[src/sv/csvt_pkg.sv]
package csvt_pkg;

	localparam logic [7:0] CH_COMMA = 8'h2C;
	localparam logic [7:0] CH_QUOTE = 8'h22;
	localparam logic [7:0] CH_CR    = 8'h0D;
	localparam logic [7:0] CH_LF    = 8'h0A;

	typedef enum logic [2:0] {
		ST_REC_START   = 3'd0,
		ST_FIELD_START = 3'd1,
		ST_UNQUOTED    = 3'd2,
		ST_QUOTED      = 3'd3,
		ST_QUOTE_SEEN  = 3'd4,
		ST_AFTER_CR    = 3'd5,
		ST_ERROR       = 3'd6
	} parse_state_t;

	typedef enum logic [1:0] {
		TK_DATA   = 2'd0,
		TK_FIELD  = 2'd1,
		TK_RECORD = 2'd2,
		TK_ERROR  = 2'd3
	} token_kind_t;

	typedef struct packed {
		token_kind_t kind;
		logic [7:0]  data;
	} token_t;

	typedef struct packed {
		parse_state_t nxt;
		token_t       tok;
	} step_t;

endpackage

[src/sv/csvt_step.sv]
module csvt_step import csvt_pkg::*; (
	input  parse_state_t state,
	input  logic [7:0]   data_byte,
	input  logic         end_of_input,
	output parse_state_t next_state,
	output logic         tok_valid,
	output token_t       tok
);

	// byte outside quoted mode: terminators or plain data
	function automatic step_t plain(input logic [7:0] b);
		step_t r;
		r.tok.data = '0;
		priority if (b == CH_COMMA) begin
			r.nxt      = ST_FIELD_START;
			r.tok.kind = TK_FIELD;
		end else if (b == CH_CR) begin
			r.nxt      = ST_AFTER_CR;
			r.tok.kind = TK_RECORD;
		end else if (b == CH_LF) begin
			r.nxt      = ST_REC_START;
			r.tok.kind = TK_RECORD;
		end else begin
			r.nxt      = ST_UNQUOTED;
			r.tok.kind = TK_DATA;
			r.tok.data = b;
		end
		return r;
	endfunction

	step_t plain_r;
	logic  is_quote;
	logic  is_term;

	assign plain_r  = plain(data_byte);
	assign is_quote = (data_byte == CH_QUOTE);
	assign is_term  = (data_byte == CH_COMMA) || (data_byte == CH_CR) || (data_byte == CH_LF);

	always_comb begin
		next_state = state;
		tok_valid  = 1'b0;
		tok.kind   = TK_DATA;
		tok.data   = '0;
		if (end_of_input) begin
			next_state = ST_REC_START;
			unique case (state)
				ST_FIELD_START, ST_UNQUOTED, ST_QUOTE_SEEN: begin
					tok_valid = 1'b1;
					tok.kind  = TK_RECORD;
				end
				ST_QUOTED: begin
					tok_valid = 1'b1;
					tok.kind  = TK_ERROR;
				end
				default: ;
			endcase
		end else begin
			unique case (state)
				ST_ERROR: ;
				ST_QUOTED: begin
					if (is_quote) begin
						next_state = ST_QUOTE_SEEN;
					end else begin
						tok_valid = 1'b1;
						tok.data  = data_byte;
					end
				end
				ST_QUOTE_SEEN: begin
					tok_valid = 1'b1;
					priority if (is_quote) begin
						// doubled quote is a literal quote
						next_state = ST_QUOTED;
						tok.data   = CH_QUOTE;
					end else if (is_term) begin
						next_state = plain_r.nxt;
						tok        = plain_r.tok;
					end else begin
						next_state = ST_ERROR;
						tok.kind   = TK_ERROR;
					end
				end
				ST_UNQUOTED: begin
					tok_valid  = 1'b1;
					next_state = plain_r.nxt;
					tok        = plain_r.tok;
				end
				default: begin
					// record start, field start, after cr, unused code
					priority if (state == ST_AFTER_CR && data_byte == CH_LF) begin
						next_state = ST_REC_START;
					end else if (is_quote) begin
						next_state = ST_QUOTED;
					end else begin
						tok_valid  = 1'b1;
						next_state = plain_r.nxt;
						tok        = plain_r.tok;
					end
				end
			endcase
		end
	end

endmodule

[config.mk]
export PLATFORM = sky130hd
export DESIGN_NAME = csvt_step
export DESIGN_NICKNAME = d
export VERILOG_FILES = /design/src/sv/csvt_pkg.sv /design/src/sv/csvt_step.sv
export SDC_FILE = /design/constraint.sdc
export NUM_CORES = 1
export LEC_CHECK = 0
export BUFFER_PORTS_ARGS = -buffer_cell sky130_fd_sc_hd__buf_4
export CAP_MARGIN = 5
export CORE_MARGIN = 8
export CORE_UTILIZATION = 53
export DETAILED_ROUTE_END_ITERATION = 12
export PLACE_DENSITY = 0.95
export REMOVE_ABC_BUFFERS = 1
export SYNTH_ARGS = -nofsm -noshare
export SYNTH_HDL_FRONTEND = slang
export SYNTH_SLANG_ARGS = --single-unit
[constraint.sdc]
create_clock -name vclk -period 2.2
set_input_delay 0.33 -clock vclk [all_inputs]
set_output_delay 0.33 -clock vclk [all_outputs]
set_load 0.1 [all_outputs]
==> results of run 1 <==
[cells by family after synthesis]
logic type             Yosys count
AO/OA/AOI/OAI                   40
AND/OR/NAND/NOR                 58
XOR/XNOR                         1
buffers and inverters           10
[metrics by stage]
step	TNS (ns)	util, %	hold WS [ns]	setup WS, ns
3_3_place_gp	-2.09	86.4	1.10	-0.250
3_5_place_dp	-3.39	86.4	1.11	-0.397
2_1_floorplan	-12.01	-	0.995	-1.64
==> summary.md, run 1 <==
| Metric | Value |
|---|---|
| I/O pin count | 26 |
| Synth Area in Simple Gates | 51.0% |
| # resized after CTS | 40 |
| Post-CTS Setup Bufs | 4 |
| Die Span X | 52.6 um |
| Mapped cell area | 709 um^2 |
| Cell taking the most area after synthesis | a21oi_1 |
| Distinct cells, synth | 51 |
| Placed cell areas | 1100 um^2 |
| Cell Rows | 13 |
| Error msg | [ERROR DPL-0038] Utilization greater than 100%, impossible to legalize |
| Xor/xnor cell area share of the yosys netlist | 1.23% |
| Status | aborted with a tool error |
| Adder-Cell Fraction of Synth Area | 0% |
| Post-synth top cells | a21oi_1, nand2_1, nor2_1, nor3_1 |
| Synth top area share | 5.64% |
| Mux cell area share after synthesis | 0% |
| Compound-Gate Fraction of Synth Area | 40.9% |
| Mapped Avg Cell Area | 6.51 um^2 |
| Port bufs | 26 |
| Failed at | 4_1_cts |
| Post-Synthesis Cells | 109 |
| Initial Util | 55.9% |
| Register area share after synthesis | 0% |
| Main combinational cell family by area after synthesis | simple AND/OR/NAND/NOR gates |
| RePlAce Congestion | 0.937 |
| Ys Warns | 0 |
| Inst Count DP | 171 |
| Hold_buf cts | 0 |
| Dominant cells by area after synthesis | a21oi_1, nor3_1, nand2_1 |
| HPWL after DPL | 2580 um |
| Die Ht | 52.6 um |
==> inputs of run 2 (changes only) <==
Settings changed: CORE_AREA from default to 8 8 69 71, CORE_MARGIN 8 to default, CORE_UTILIZATION 53 to default, DIE_AREA from default to 0 0 77 79, PLACE_DENSITY 0.95 to default, PLACE_DENSITY_LB_ADDON from default to 0.15.
==> run 2 against run 1 <==
Net effect:
- synthesized cell count stayed put
- synthesized area unchanged
- the flow now finishes, with violations (negative setup slack)
==> summary.md, run 2 <==
| Metric | Value |
|---|---|
| Max VDD drop | 0.0000697 V |
| DRC viols | 0 |
| Final min period | 2.38 ns |
| HPWL after DPL | 2500 um (-2.8%) |
| Core box area | 3800 um^2 |
| Mux cell area share after synthesis | 0% (unchanged) |
| Flop pwr share | 0% |
| Worst hold-check path type | input pin to output pin |
| Largest net degree at the start of global routing | 16 |
| Worst-margin pin slew | 0.388 ns |
| Max incr delay on CP | 0.42 ns |
| Setup crit end kind | output pin |
| Relative slew slack | 74.1% |
| # setup viols final | 11 |
| Crit Path Class | input pin to output pin |
| DRT met1 WL | 1570 um |
| Port bufs | 26 (unchanged) |
| # diodes | 0 |
| Post-Synthesis Cells | 109 (unchanged) |
| Critical Path Start Type | input pin |
| Mapped Avg Cell Area | 6.51 um^2 (unchanged) |
| P_leak | 0.585 nW |
| Clock Power Share | 0% |
| WL final | 3190 um |
| Final Hold Vio Count | 0 |
| CP Data Required Time | 1.87 ns |
| Count of flip-flops and latches | 0 |
| Die Area | 6080 um^2 |
| RePlAce Congestion | 0.786 (-16%) |
| Vias in the first global route | 1078 |
| Total power | 0.000342 W |
| Worst Slack Setup Final | -0.176 ns |
| Synth top area share | 5.64% (unchanged) |
| Compound-Gate Fraction of Synth Area | 40.9% (unchanged) |
| Fraction of layout cells with a size suffix above 1 | 58.5% |
| Distinct cells, synth | 51 (unchanged) |
| Register area share after synthesis | 0% (unchanged) |
| Area Overhead vs Synth | 111% |
| Gate power share | 100.0% |
| Fmax achieved | 421 MHz |
| Top Metal Used | met3 |
| Violated checks | negative setup slack |
| Die Ht | 79 um (+50%) |
| Critical path fanouts, max | 4 |
| Most used cell along the critical path | or3_4 |
| Routed Antenna Nets | 0 |
| Initial Util | 18.7% (-37 points) |
| Ys Warns | 0 (unchanged) |
| Slowest CP cell | or3_4 |
| Cell Rows | 23 (+10) |
| Met3 Routed Length | 43 um |
| Pwr/cell area | 228 nW/um^2 |
| Main combinational cell family by area after synthesis | simple AND/OR/NAND/NOR gates |
| CLK BUF | 0 |
| Post-synth top cells | a21oi_1, nand2_1, nor2_1, nor3_1 |
| Layout Nets | 178 |
| Avg WL per Cell | 14.9 um |
| Crit share post-route | 108% |
| Mapped cell area | 709 um^2 (unchanged) |
| Initial antenna violation count | 0 |
| Total GRT Usage | 9.78% |
| Pint | 0.000128 W |
| RSZ-0062 raised after global routing | true |
| 1st-iter DRT viols | 61 |
| Global-route wire length before repair | 5140 um |
| Switching Fraction | 62.7% |
| Grt total ovfl | 0 |
| Adder-Cell Fraction of Synth Area | 0% (unchanged) |
| Cell chain of the critical path | buf_6 > or3_4 > or3_4 > o21ai_2 > a211oi_2 > a221o_1 > buf_12 |
| Max-cap check violation count | 0 |
| Final Slew Violations | 0 |
| Xor/xnor cell area share of the yosys netlist | 1.23% (unchanged) |
| I/O pin count | 26 (unchanged) |
| Dominant cells by area after synthesis | a21oi_1, nor3_1, nand2_1 |
| Status | complete, but fails checks |
| Commonest non-fill, non-tap cell in the layout | buf_4 |
| Vias per cell | 5.02 |
| WP data arrival | 2.05 ns |
| Synth Area in Simple Gates | 51.0% (unchanged) |
| Detailed-route via count | 1075 |
| DR pass1 iterations | 4 |
| Cell taking the most area after synthesis | a21oi_1 |
| Worst Hold Slack | 1.09 ns |
| Die Span X | 77 um (+46%) |
| WL met2 | 1570 um |
| Switching pwr | 0.000214 W |
| Reg area | 0 um^2 |
| Commonest cells after routing, fill and taps aside | buf_4, buf_6, nand2_1 |
-- run 2: what timing repair did --
action,CTS,global route
endpoints found under the setup margin,14,14
buffers inserted,3,0
resized for setup,49,16
hold buffers,0,0
pin swaps,16,5
endpoints found under the hold margin,0,0
-- run 2: final cells by class --
cell class	count	area, um^2
fillers	414	2300
inverters	3	11.3
multi-input cells	99	813
well taps	50	62.6
repair buffers	62	611
-- run 2: through the flow --
step	setup TNS (ns)	instance area (um^2)	cells	setup slack, ns	utilization, %
2_1_floorplan	-12.01	672	102	-1.64	-
3_3_place_gp	-2.88	1180	211	-0.293	31.0
3_5_place_dp	-3.02	1180	211	-0.324	31.0
4_1_cts	-1.06	1430	214	-0.167	37.6
5_1_grt	-1.70	1500	214	-0.205	39.4
6_report	-0.850	1500	214	-0.176	39.4
-- run 2: power by group through the flow --
| stage | sequential [W] | combinational (W) | clock (W) |
|---|---|---|---|
| after global placement | 0 | 0.000286 | 0 |
| after global routing | 0 | 0.000358 | 0 |
| after detailed placement | 0 | 0.000288 | 0 |
| after floorplan | 0 | 0.000176 | 0 |
| after CTS | 0 | 0.000329 | 0 |
| final | 0 | 0.000342 | 0 |
-- run 2: kinds of logic after synthesis --
| group | count (synthesis) |
|---|---|
| AND/OR/NAND/NOR | 58 |
| buffers and inverters | 10 |
| AO/OA/AOI/OAI | 40 |
| XOR/XNOR | 1 |
-- run 2: final timing paths --
path | start | end | cells past startpoint | slack, ns
hold / removal | data_byte[7] | tok[7] | 3 | 1.09
setup / recovery | data_byte[4] | tok[9] | 7 | -0.18
-- run 2: routing by layer --
metal,up-vias,track usage (%)
met2,13,18.0
met5,-,0
met3,0,0.339
li1,535,-
met4,0,0.189
met1,527,13.0
-- run 2: worst max-delay path: cells and delay by family --
family | cells | cell delay [ns]
simple gates | 2 | 0.83
compound gates | 3 | 0.61
buf+inv | 2 | 0.28
Power figures use the tool's default switching activity.
